[src/rtl/dbhm_pkg.sv]
// Shared constants, register codes and types for the dual-bank holdoff monitor.
package dbhm_pkg;

    localparam int SCORE_BITS = 16;
    localparam int TIME_BITS  = 24;
    localparam int SEV_W      = 16;
    localparam int DT_W       = 16;
    localparam int TAU_W      = 24;
    localparam int CFG_W      = 24;
    localparam int IDX_W      = 3;
    localparam int NUM_W      = SCORE_BITS + DT_W + 1;
    localparam int CNT_W      = $clog2(SCORE_BITS + 1);
    localparam int IN_W       = 80;
    localparam int OUT_W      = 88;

    localparam logic [IDX_W-1:0] REG_HOLDOFF = 3'd0;
    localparam logic [IDX_W-1:0] REG_RELEASE = 3'd1;
    localparam logic [IDX_W-1:0] REG_RISE    = 3'd2;
    localparam logic [IDX_W-1:0] REG_DECAY   = 3'd3;
    localparam logic [IDX_W-1:0] REG_DWELL   = 3'd4;

    localparam logic [15:0]      HOLDOFF_RST = 16'd32768;
    localparam logic [15:0]      RELEASE_RST = 16'd16384;
    localparam logic [TAU_W-1:0] RISE_RST    = 24'd50000;
    localparam logic [TAU_W-1:0] DECAY_RST   = 24'd200000;
    localparam logic [TAU_W-1:0] DWELL_RST   = 24'd100000;

    typedef struct packed {
        logic [15:0]      holdoff_threshold;
        logic [15:0]      release_threshold;
        logic [TAU_W-1:0] rise_tau_us;
        logic [TAU_W-1:0] decay_tau_us;
        logic [TAU_W-1:0] dwell_us;
    } cfg_t;

    typedef struct packed {
        logic [SCORE_BITS-1:0] score;
        logic                  recovering;
        logic [TIME_BITS-1:0]  timer;
    } lane_res_t;

endpackage

[src/rtl/dbhm_div.sv]
// Restoring divider that produces one quotient bit per cycle for the blend step.
module dbhm_div
    import dbhm_pkg::*;
(
    input  logic                  clk,
    input  logic                  rst_n,
    input  logic                  start,
    input  logic [NUM_W-1:0]      num,
    input  logic [TAU_W-1:0]      den,
    output logic                  done,
    output logic [SCORE_BITS-1:0] quo
);

    logic                  busy_reg, busy_next;
    logic                  done_reg, done_next;
    logic [CNT_W-1:0]      cnt_reg, cnt_next;
    logic [TAU_W-1:0]      rem_reg, rem_next;
    logic [SCORE_BITS-1:0] lo_reg, lo_next;
    logic [SCORE_BITS-1:0] quo_reg, quo_next;
    logic [TAU_W:0]        trial;
    logic                  qbit;

    always_comb
    begin
        trial     = {rem_reg, lo_reg[SCORE_BITS-1]};
        qbit      = (trial >= {1'b0, den});
        busy_next = busy_reg;
        done_next = 1'b0;
        cnt_next  = cnt_reg;
        rem_next  = rem_reg;
        lo_next   = lo_reg;
        quo_next  = quo_reg;
        if (start)
        begin
            // The quotient is known to fit in SCORE_BITS, so the upper numerator
            // bits already form a remainder below the divisor.
            busy_next = 1'b1;
            cnt_next  = CNT_W'(SCORE_BITS);
            rem_next  = TAU_W'(num[NUM_W-1:SCORE_BITS]);
            lo_next   = num[SCORE_BITS-1:0];
        end
        else if (busy_reg)
        begin
            rem_next = qbit ? TAU_W'(trial - {1'b0, den}) : TAU_W'(trial);
            lo_next  = {lo_reg[SCORE_BITS-2:0], 1'b0};
            quo_next = {quo_reg[SCORE_BITS-2:0], qbit};
            cnt_next = cnt_reg - 1'b1;
            if (cnt_reg == CNT_W'(1))
            begin
                busy_next = 1'b0;
                done_next = 1'b1;
            end
        end
    end

    always_ff @(posedge clk or negedge rst_n)
    begin
        if (!rst_n)
        begin
            busy_reg <= 1'b0;
            done_reg <= 1'b0;
            cnt_reg  <= '0;
        end
        else
        begin
            busy_reg <= busy_next;
            done_reg <= done_next;
            cnt_reg  <= cnt_next;
        end
    end

    always_ff @(posedge clk)
    begin
        rem_reg <= rem_next;
        lo_reg  <= lo_next;
        quo_reg <= quo_next;
    end

    assign done = done_reg;
    assign quo  = quo_reg;

endmodule

[src/rtl/dbhm_lane.sv]
// One bank: severity select, score blend, dwell timer and recovery flag.
module dbhm_lane
    import dbhm_pkg::*;
(
    input  logic            clk,
    input  logic            rst_n,
    input  logic            start,
    input  logic [SEV_W-1:0] anomaly,
    input  logic [SEV_W-1:0] memory_level,
    input  logic [DT_W-1:0] dt_us,
    input  cfg_t            cfg,
    output logic            done,
    output lane_res_t       res
);

    typedef enum logic [2:0] {
        ST_IDLE = 3'b001,
        ST_MUL  = 3'b010,
        ST_DIV  = 3'b100
    } state_t;

    state_t                state_reg, state_next;
    logic [SCORE_BITS-1:0] score_reg, score_next;
    logic                  rec_reg, rec_next;
    logic [TIME_BITS-1:0]  timer_reg, timer_next;
    logic                  done_reg, done_next;

    logic [SCORE_BITS-1:0] target_reg, diff_reg;
    logic [DT_W-1:0]       dt_reg;
    logic [TAU_W-1:0]      tau_reg;
    logic                  trig_reg, up_reg, hold_reg, full_reg;

    logic [SCORE_BITS-1:0] sev, target, diff, step;
    logic [TAU_W-1:0]      tau;
    logic                  trig, up;
    logic [NUM_W-1:0]      diff_ext, dt_ext, num;
    logic                  div_start, div_done;
    logic [SCORE_BITS-1:0] quo;
    logic [TIME_BITS-1:0]  dt_time, timer_dec;

    always_comb
    begin
        sev      = (anomaly > memory_level) ? SCORE_BITS'(anomaly) : SCORE_BITS'(memory_level);
        trig     = (sev >= SCORE_BITS'(cfg.holdoff_threshold));
        target   = trig ? sev : '0;
        tau      = trig ? cfg.rise_tau_us : cfg.decay_tau_us;
        up       = (target >= score_reg);
        diff     = up ? (target - score_reg) : (score_reg - target);
        diff_ext = NUM_W'(diff_reg);
        dt_ext   = NUM_W'(dt_reg);
        num      = (diff_ext * dt_ext) + NUM_W'(tau_reg >> 1);
        div_start = (state_reg == ST_MUL);
        step     = (quo > diff_reg) ? diff_reg : quo;
        dt_time  = TIME_BITS'(dt_reg);
        timer_dec = (timer_reg > dt_time) ? (timer_reg - dt_time) : '0;
    end

    dbhm_div u_div (
        .clk   (clk),
        .rst_n (rst_n),
        .start (div_start),
        .num   (num),
        .den   (tau_reg),
        .done  (div_done),
        .quo   (quo)
    );

    always_comb
    begin
        state_next = state_reg;
        score_next = score_reg;
        rec_next   = rec_reg;
        timer_next = timer_reg;
        done_next  = 1'b0;
        case (state_reg)
            ST_IDLE:
            begin
                if (start)
                    state_next = ST_MUL;
            end
            ST_MUL:
            begin
                state_next = ST_DIV;
            end
            ST_DIV:
            begin
                if (div_done)
                begin
                    state_next = ST_IDLE;
                    done_next  = 1'b1;
                    if (hold_reg)
                        score_next = score_reg;
                    else if (full_reg)
                        score_next = target_reg;
                    else if (up_reg)
                        score_next = score_reg + step;
                    else
                        score_next = score_reg - step;
                    if (trig_reg)
                    begin
                        rec_next   = 1'b1;
                        timer_next = TIME_BITS'(cfg.dwell_us);
                    end
                    else
                    begin
                        if (dt_reg != '0)
                            timer_next = timer_dec;
                        if ((timer_next == '0) &&
                            (score_next <= SCORE_BITS'(cfg.release_threshold)))
                            rec_next = 1'b0;
                    end
                end
            end
            default:
            begin
                state_next = ST_IDLE;
            end
        endcase
    end

    always_ff @(posedge clk or negedge rst_n)
    begin
        if (!rst_n)
        begin
            state_reg <= ST_IDLE;
            score_reg <= '0;
            rec_reg   <= 1'b0;
            timer_reg <= '0;
            done_reg  <= 1'b0;
        end
        else
        begin
            state_reg <= state_next;
            score_reg <= score_next;
            rec_reg   <= rec_next;
            timer_reg <= timer_next;
            done_reg  <= done_next;
        end
    end

    always_ff @(posedge clk)
    begin
        if ((state_reg == ST_IDLE) && start)
        begin
            target_reg <= target;
            diff_reg   <= diff;
            dt_reg     <= dt_us;
            tau_reg    <= tau;
            trig_reg   <= trig;
            up_reg     <= up;
            hold_reg   <= (dt_us == '0) || (tau == '0);
            full_reg   <= (TAU_W'(dt_us) >= tau);
        end
    end

    assign done           = done_reg;
    assign res.score      = score_reg;
    assign res.recovering = rec_reg;
    assign res.timer      = timer_reg;

endmodule

[src/rtl/dual_bank_holdoff_monitor_unit.sv]
// Top level: configuration registers, two bank lanes and the merging output stage.
//
//  channel  direction  handshake           payload
//  s        in         s_tvalid/s_tready   s_tdata: four severities and dt_us
//  m        out        m_tvalid/m_tready   m_tdata: scores, flags and timers
//  cfg      in         cfg_we              cfg_index, cfg_data
//
// From its transfer to a valid result, a tick passes through the multiply step, the bit-serial
// divider in each lane that yields SCORE_BITS quotient bits, the bank update, and then the lane
// done flag, the pending flag and the output register.
// The next tick is taken once the previous result sits in the output register.
// A stalled output holds its result while the lanes already work on the next tick.
// Reset clears the bank state, the registers to their defaults and all flags.
module dual_bank_holdoff_monitor_unit
    import dbhm_pkg::*;
(
    input  logic             clk,
    input  logic             rst_n,
    input  logic             s_tvalid,
    output logic             s_tready,
    // left_anomaly, left_memory_level, right_anomaly, right_memory_level, dt_us
    input  logic [IN_W-1:0]  s_tdata,
    output logic             m_tvalid,
    input  logic             m_tready,
    // left_score_out, right_score_out, left_recovering, right_recovering,
    // left_holdoff, right_holdoff, any_holdoff, left_time_left_us,
    // right_time_left_us, zero fill
    output logic [OUT_W-1:0] m_tdata,
    input  logic             cfg_we,
    input  logic [IDX_W-1:0] cfg_index,
    input  logic [CFG_W-1:0] cfg_data
);

    cfg_t             cfg_reg;
    logic             busy_reg, busy_next;
    logic             pend_reg, pend_next;
    logic             m_tvalid_reg, m_tvalid_next;
    logic [OUT_W-1:0] m_tdata_reg;
    logic [OUT_W-1:0] merged;
    logic             accept, load;
    logic             left_done, right_done;
    lane_res_t        left_res, right_res;
    logic             lh, rh;

    assign s_tready = !busy_reg;
    assign accept   = s_tvalid && !busy_reg;
    assign load     = pend_reg && (!m_tvalid_reg || m_tready);

    always_ff @(posedge clk or negedge rst_n)
    begin
        if (!rst_n)
        begin
            cfg_reg.holdoff_threshold <= HOLDOFF_RST;
            cfg_reg.release_threshold <= RELEASE_RST;
            cfg_reg.rise_tau_us       <= RISE_RST;
            cfg_reg.decay_tau_us      <= DECAY_RST;
            cfg_reg.dwell_us          <= DWELL_RST;
        end
        else if (cfg_we)
        begin
            case (cfg_index)
                REG_HOLDOFF: cfg_reg.holdoff_threshold <= cfg_data[15:0];
                REG_RELEASE: cfg_reg.release_threshold <= cfg_data[15:0];
                REG_RISE:    cfg_reg.rise_tau_us       <= cfg_data;
                REG_DECAY:   cfg_reg.decay_tau_us      <= cfg_data;
                REG_DWELL:   cfg_reg.dwell_us          <= cfg_data;
                default:     ;
            endcase
        end
    end

    dbhm_lane u_left (
        .clk          (clk),
        .rst_n        (rst_n),
        .start        (accept),
        .anomaly      (s_tdata[15:0]),
        .memory_level (s_tdata[31:16]),
        .dt_us        (s_tdata[79:64]),
        .cfg          (cfg_reg),
        .done         (left_done),
        .res          (left_res)
    );

    dbhm_lane u_right (
        .clk          (clk),
        .rst_n        (rst_n),
        .start        (accept),
        .anomaly      (s_tdata[47:32]),
        .memory_level (s_tdata[63:48]),
        .dt_us        (s_tdata[79:64]),
        .cfg          (cfg_reg),
        .done         (right_done),
        .res          (right_res)
    );

    always_comb
    begin
        lh = left_res.recovering && (left_res.timer != '0);
        rh = right_res.recovering && (right_res.timer != '0);
        merged = {3'b000,
                  24'(right_res.timer),
                  24'(left_res.timer),
                  lh || rh, rh, lh,
                  right_res.recovering, left_res.recovering,
                  16'(right_res.score),
                  16'(left_res.score)};
    end

    always_comb
    begin
        busy_next     = busy_reg;
        pend_next     = pend_reg;
        m_tvalid_next = m_tvalid_reg;
        if (m_tvalid_reg && m_tready)
            m_tvalid_next = 1'b0;
        if (accept)
            busy_next = 1'b1;
        if (left_done)
            pend_next = 1'b1;
        if (load)
        begin
            pend_next     = 1'b0;
            busy_next     = 1'b0;
            m_tvalid_next = 1'b1;
        end
    end

    always_ff @(posedge clk or negedge rst_n)
    begin
        if (!rst_n)
        begin
            busy_reg     <= 1'b0;
            pend_reg     <= 1'b0;
            m_tvalid_reg <= 1'b0;
        end
        else
        begin
            busy_reg     <= busy_next;
            pend_reg     <= pend_next;
            m_tvalid_reg <= m_tvalid_next;
        end
    end

    always_ff @(posedge clk)
    begin
        if (load)
            m_tdata_reg <= merged;
    end

    assign m_tvalid = m_tvalid_reg;
    assign m_tdata  = m_tdata_reg;

`ifndef SYNTHESIS
    // Both lanes run the same fixed schedule and must finish together.
    a_lanes_lockstep: assert property (@(posedge clk) disable iff (!rst_n)
        left_done == right_done)
        else $error("bank lanes finished in different cycles");

    // A lane finishes only while a tick is in flight and no result is pending.
    a_done_in_flight: assert property (@(posedge clk) disable iff (!rst_n)
        left_done |-> (busy_reg && !pend_reg))
        else $error("lane finished with no tick in flight");

    // A new result appears only from a pending lane result.
    a_valid_from_pend: assert property (@(posedge clk) disable iff (!rst_n)
        $rose(m_tvalid) |-> $past(pend_reg))
        else $error("output valid without a pending result");

    // The combined holdoff flag agrees with the per-bank flags.
    a_any_holdoff: assert property (@(posedge clk) disable iff (!rst_n)
        m_tvalid |-> (m_tdata[36] == (m_tdata[34] || m_tdata[35])))
        else $error("any_holdoff disagrees with bank holdoff flags");
`endif

endmodule

[config.mk]
export PLATFORM = sky130hd
export DESIGN_NAME = dual_bank_holdoff_monitor_unit
export DESIGN_NICKNAME = d
export VERILOG_FILES = /design/src/rtl/dbhm_pkg.sv /design/src/rtl/dbhm_div.sv /design/src/rtl/dbhm_lane.sv /design/src/rtl/dual_bank_holdoff_monitor_unit.sv
export SDC_FILE = /design/constraint.sdc
export NUM_CORES = 2
export LEC_CHECK = 0
export ABC_AREA = 1
export ABC_CLOCK_PERIOD_IN_PS = 10300
export BUFFER_PORTS_ARGS = -buffer_cell sky130_fd_sc_hd__buf_2
export CAP_MARGIN = 40
export CORE_ASPECT_RATIO = 2
export CORE_MARGIN = 2
export CORE_UTILIZATION = 34
export CTS_CLUSTER_DIAMETER = 150
export DETAILED_ROUTE_END_ITERATION = 8
export PLACE_DENSITY = 0.52
export RECOVER_POWER = 25
export SLEW_MARGIN = 20
export SYNTH_ARGS = -nofsm -noshare
export SYNTH_HDL_FRONTEND = slang
export SYNTH_SLANG_ARGS = --single-unit
[constraint.sdc]
create_clock -name clk -period 10.3 [get_ports clk]
set_input_delay 3.09 -clock clk [delete_from_list [all_inputs] [get_ports clk]]
set_output_delay 3.09 -clock clk [all_outputs]
set_load 0.01 [all_outputs]
## Yosys cells after proc, flatten, opt, wreduce, memory -nomap -nowiden

Cells that the tools add are included.

- $add $sub $neg: 16
- Multipliers: 2
- Order comparisons: 16
- Equal/unequal tests: 16
- Reduce and logical (&&, ||, !) cells: 45
- Divide/modulo/power cells: 0
- Multiplexer cells: 75
- Shift operators: 0
- Bitwise gates (word level): 2

Operators by type and width:

| kind | number |
|---|---|
| 24-bit 2-to-1 mux | 16 |
| 16-bit 2-to-1 mux | 22 |
| 24-bit logical NOT | 4 |
| 16-bit subtractor | 6 |
| 17-bit 2-to-1 mux | 4 |
| 32-bit by 23-bit adder with 33-bit output | 2 |
| 16-bit >= comparator | 4 |
| 16-bit > comparator | 4 |
| 16-bit by 16-bit multiplier with 32-bit output | 2 |
| 25-bit by 24-bit >= comparator with 1-bit output | 2 |
| 16-bit by 24-bit >= comparator with 1-bit output | 2 |
| 24-bit by 16-bit > comparator with 1-bit output | 2 |
| 24-bit nonzero test | 2 |
| 24-bit by 16-bit subtractor with 24-bit output | 2 |
| 24-bit subtractor | 2 |
| 16-bit adder | 2 |
| 16-bit <= comparator | 2 |
| 16-bit nonzero test | 2 |
| 1-bit 2-to-1 mux | 24 |
| 2-bit AND reduction | 11 |
| 5-bit 2-to-1 mux | 4 |
| 3-bit one-hot mux with 3 select lines | 2 |
| 16-bit logical NOT | 1 |
| 2-bit nonzero test | 7 |
| 14 further kinds | 41 |

- ROM bits: 0
- Bits in latches: 0
- Memories kept: 0
- Bits in registers: 559
- Output and inout port bits: 90
- Memory bits (writable): 0

## Logic depth before layout (Yosys ltp)

- Depth after elaboration: 12
- Depth in mapped cells: 45
- Mapped depth without buffers: 45

## Modules after synthesis

A second synthesis with hierarchy kept.

- Cells, all modules: 7276
- Area, all modules: 57720.4 sq um

Modules (own cells, without submodules):

| module | seq. area each (sq um) | cells an instance | times used | area an instance (sq um) |
|---|---|---|---|---|
| dbhm_lane at u_right | 3409.5 | 2741 | 1 | 20908.8 |
| dbhm_lane at u_left | 3409.5 | 2698 | 1 | 20691.1 |
| dbhm_div | 1786.7 | 660 | 2 | 4677.0 |
| dual_bank_holdoff_monitor_unit | 5255.0 | 517 | 1 | 6766.5 |

## Worst setup path after synthesis

OpenSTA, ideal clock, no wires.

- Path kind: input-to-reg
- From: in s_tvalid
- To: reg u_right.diff_reg[0] (enable)
- Required time: 9.603 ns
- Path slack: -0.806 ns
- Data arrival time: 10.409 ns
- Stages on the path: 2
- Path buffers: 0
- Library setup time: 0.697 ns
- Cell sequence: nand2_1 > nor4_1

- Word-level cells in the longest chain between the ends: 2

Ends and longest elaborated chain:

| what | RTL line | source |
|---|---|---|
| from (decl) | dual_bank_holdoff_monitor_unit.sv:19 | `input logic s_tvalid,` |
| 1-bit logical AND | dual_bank_holdoff_monitor_unit.sv:46 | `assign accept = s_tvalid && !busy_reg;` |
| 1-bit logical AND | dbhm_lane.sv:143 | `if ((state_reg == ST_IDLE) && start)` |
| to (signal assigned) | dbhm_lane.sv:146 | `diff_reg <= diff;` |
| to (decl) | dbhm_lane.sv:28 | `logic [SCORE_BITS-1:0] target_reg, diff_reg;` |

No other way between the ends.
A chain may end at the register's enable or synchronous reset.

## Worst setup path in the final report

- From: in s_tdata[1]
- To: reg u_left.diff_reg[15], data pin

- Word-level cells in the longest chain between the ends: 6

Ends and longest elaborated chain:

| what | RTL line | source |
|---|---|---|
| from (decl) | dual_bank_holdoff_monitor_unit.sv:22 | `input logic [IN_W-1:0] s_tdata,` |
| 16-bit > comparator | dbhm_lane.sv:43 | `sev = (anomaly > memory_level) ? SCORE_BITS'(anomaly) : SCORE_BITS'(memory_level);` |
| 16-bit 2-to-1 mux (*) | dbhm_lane.sv:43 |  |
| 16-bit >= comparator | dbhm_lane.sv:44 | `trig = (sev >= SCORE_BITS'(cfg.holdoff_threshold));` |
| 16-bit 2-to-1 mux (*) | dbhm_lane.sv:45 | `target = trig ? sev : '0;` |
| named net u_left.target[9] | dbhm_lane.sv:33 | `logic [SCORE_BITS-1:0] sev, target, diff, step;` |
| 16-bit subtractor / 16-bit >= comparator (equally long branches) | dbhm_lane.sv:48, dbhm_lane.sv:47 |  |
| 16-bit 2-to-1 mux (*) | dbhm_lane.sv:48 | `diff = up ? (target - score_reg) : (score_reg - target);` |
| named net u_left.diff[15] | dbhm_lane.sv:33 |  |
| to (signal assigned) | dbhm_lane.sv:146 |  |
| to (decl) | dbhm_lane.sv:28 |  |

The timed path passes the listed nets; every way through them passes the cells marked *.

==> reports/metrics.yaml <==
sta:
  fmax_mhz: 115
  fin_crit_sh: 0.842
  setup_viol: 0
  slew_headroom: -2.66
  min_period_ns: 8.67
  worst_pin_slew_ns: 5.49
  finalMaxSlewViolations: 356
  hold_violations: 0
  tns_ns: 0
  clock_skew_ns: 0.0267
  rsz0062_at_grt: "no"
final_layout:
  multi_input_area_um2: 33200
  largest_reg_flops: 104
  layout_commonest_cell: "nand2_1"
  layout_common_cells: "1522 x nand2_1, 1385 x inv_1, 562 x ha_1, 447 x o21ai_0, 446 x fa_1"
  finalNetCount: 7960
  fill_cells: 16500
  drive_above_1_share: 0.0720
  seq_area_um2: 15600
  area_delta_synth_final_pct: 10.1
yosys:
  synth_top_family_by_area: "adder cells"
  synth-seq-area-share: 0.284
  synth_fa_ha_area_frac: 0.290
  synth-simple-area-share: 0.164
  synth.cell_area_um2: 55000
  ys.flop_type: "edfxtp_1"
  yosysUniqueCellTypes: 74
  ys_top_cells_by_area: "edfxtp_1 18%, fa_1 16%, ha_1 13%, nand2_1 10%, inv_1 9.4%"
  ys.warnings.count: 0
  syn_inst: 6719
  synthArstFlopShare: 0.376
  yosysTopAreaCellShare: 0.183
  synth_compound_area_frac: 0.119
  syn_area_per_cell_um2: 8.19
  yosysTopAreaCell: "edfxtp_1"
  synth_xor_area_frac: 0.0280
  synth_edf_count: 335
  synth_mux_area_frac: 0.000909
  synth_seq_cells: 559
setup_path:
  criticalPathCategory: "input port to flop"
  critPathRequiredTime_ns: 10.71
  start_kind: "input port"
  path_max_fanout: 16
  arrival_ns: 9.07
  crit_path_end_kind: "flop"
  critPathMaxStageDelay_ns: 0.44
  critPathMostFrequentCell: "nand2_1"
  worst_path_max_delay_cell: "ha_1"
run:
  drv_cap: 8
route:
  firstDrtPassIters: 6
  drt-initial-drc-count: 2711
  vias: 45600
  ant_nets: 0
  vias_per_cell: 5.07
  wl_per_cell_um: 21.6
  drc_errors: 0
  wirelength_mm: 194
die:
  initial_core_util: 0.343
  die_y_um: 573
  die_w_um: 288
  ios: 202
  rows: 208
  coreArea_um2: 161000
  dieArea_um2: 165000
cts:
  numCtsBuffers: 56
  postCtsResizedCells: 0
  cts_sinks: 559
  clockBufferDepth: 3
  clkTransAtPathRegs_ns: 0.07
  cts-root-buf: "clkbuf_16"
  cts_tree: "built"
  ctsHoldBuffers: 0
  clk-insertion-delay-late_ns: 0.67
  htree_levels: 2
  cts_setup_buffers: 0
placement:
  gp_congestion: 0.950
  port_buffers: 198
  post-dp-hpwl_mm: 158
min_path:
  worstHoldPathType: "flop to flop"
grt:
  grt_pass1_vias: 47600
  grt_pass1_wl_mm: 288
  grt_max_degree: 92
  grt_antenna_before_repair: 13
  overflow: 0
  grt.total_usage: 0.234
run_status:
  violations: "capacitance limit, slew limit"
  status: "complete, but fails checks"
## stage by stage
| stage | std cells | utilization | cell area, µm² | hold WS, ns | setup slack [ns] |
|---|---|---|---|---|---|
| after floorplan | 6721 | - | 55000 | 0.425 | 2.17 |
| after global placement | 8841 | 0.362 | 58200 | 0.455 | 0.787 |
| after detailed placement | 8877 | 0.366 | 58800 | 0.448 | 0.890 |
| final | 8991 | 0.377 | 60600 | 0.478 | 1.63 |
| after CTS | 8982 | 0.378 | 60600 | 0.475 | 1.60 |
| after global routing | 8988 | 0.377 | 60600 | 0.501 | 1.02 |
## Yosys cell counts, types with 12 or more instances
cell type	n
fa_1	446
o211ai_1	29
ha_1	562
o221ai_1	47
nand3_1	143
nor2_1	282
a31oi_1	36
dfxtp_1	14
o21a_1	15
nand4_1	57
xor2_1	99
buf_2	37
o21bai_1	22
o21ai_0	447
nand2_2	28
inv_1	1385
clkbuf_1	190
nor4_1	31
xnor2_1	77
nor3_1	47
a22oi_1	18
a21oi_1	401
o21ai_1	45
dfstp_2	22
o22ai_1	12
nand2_1	1522
a21o_1	24
edfxtp_1	335
dfrtp_1	188
## cell families (layout without fill, tap and decap cells)
family,count (synthesis),in the layout
other,1,7
buffers and inverters,1637,1803
xor gates and xnor gates,176,176
AOI/OAI and AO/OA,1163,1163
and+or+nand+nor,2170,2170
adders and majority gates,1008,1008
DFF,559,559
muxes,5,5
## critical path: cells and delay by family
family	cells	cell delay, ns
simple gates	12	1.55
mux	1	0.20
xor+xnor	1	0.08
compound gates	10	2.02
fa+ha+maj	3	1.01
buf+inv	5	1.11
## path summary, 6_finish.rpt
kind                                                      start                              endpoint  slack (ns)  cells after the start
max                                                  s_tdata[1]         u_left.diff_reg[15]$_DFFE_PP_        1.63                     32
min                        u_right.u_div.cnt_reg[4]$_DFFE_PN0P_  u_right.u_div.cnt_reg[4]$_DFFE_PN0P_        0.48                      1
max reg2reg                        u_left.diff_reg[9]$_DFFE_PP_            u_left.rec_reg$_DFFE_PN0P_        3.00                     38
min reg2reg                u_right.u_div.cnt_reg[4]$_DFFE_PN0P_  u_right.u_div.cnt_reg[4]$_DFFE_PN0P_        0.48                      1
max in group asynchronous                                 rst_n      u_left.timer_reg[17]$_DFFE_PN0P_        2.79                      1
min in group asynchronous                                 rst_n               cfg_reg[89]$_DFFE_PN0P_        4.43                      1
## routing by layer
| metal | vias to the layer above | part of all wire | GRT usage | wire length, µm |
|---|---|---|---|---|
| li1 | 21600 | - | - | - |
| met1 | 22200 | 0.34 | 0.233 | 66500 |
| met2 | 1243 | 0.53 | 0.438 | 102000 |
| met3 | 555 | 0.038 | 0.0268 | 7390 |
| met4 | 14 | 0.092 | 0.178 | 17800 |
| met5 | - | 0.00045 | 0 | 88 |
## layout make-up
type | instances | share of cell area
clock buffer | 77 | 0.0266
antenna | 4 | 0.000165
timing repair buffer | 303 | 0.0340
inverter | 1395 | 0.0864
clock inverter | 28 | 0.00405
sequential | 559 | 0.258
multi-input combinational | 4525 | 0.548
tap | 2100 | 0.0434
Power is left out: the tool's default activity adds up to more than one toggle a clock period on the data nets, which glitch-free logic cannot reach.
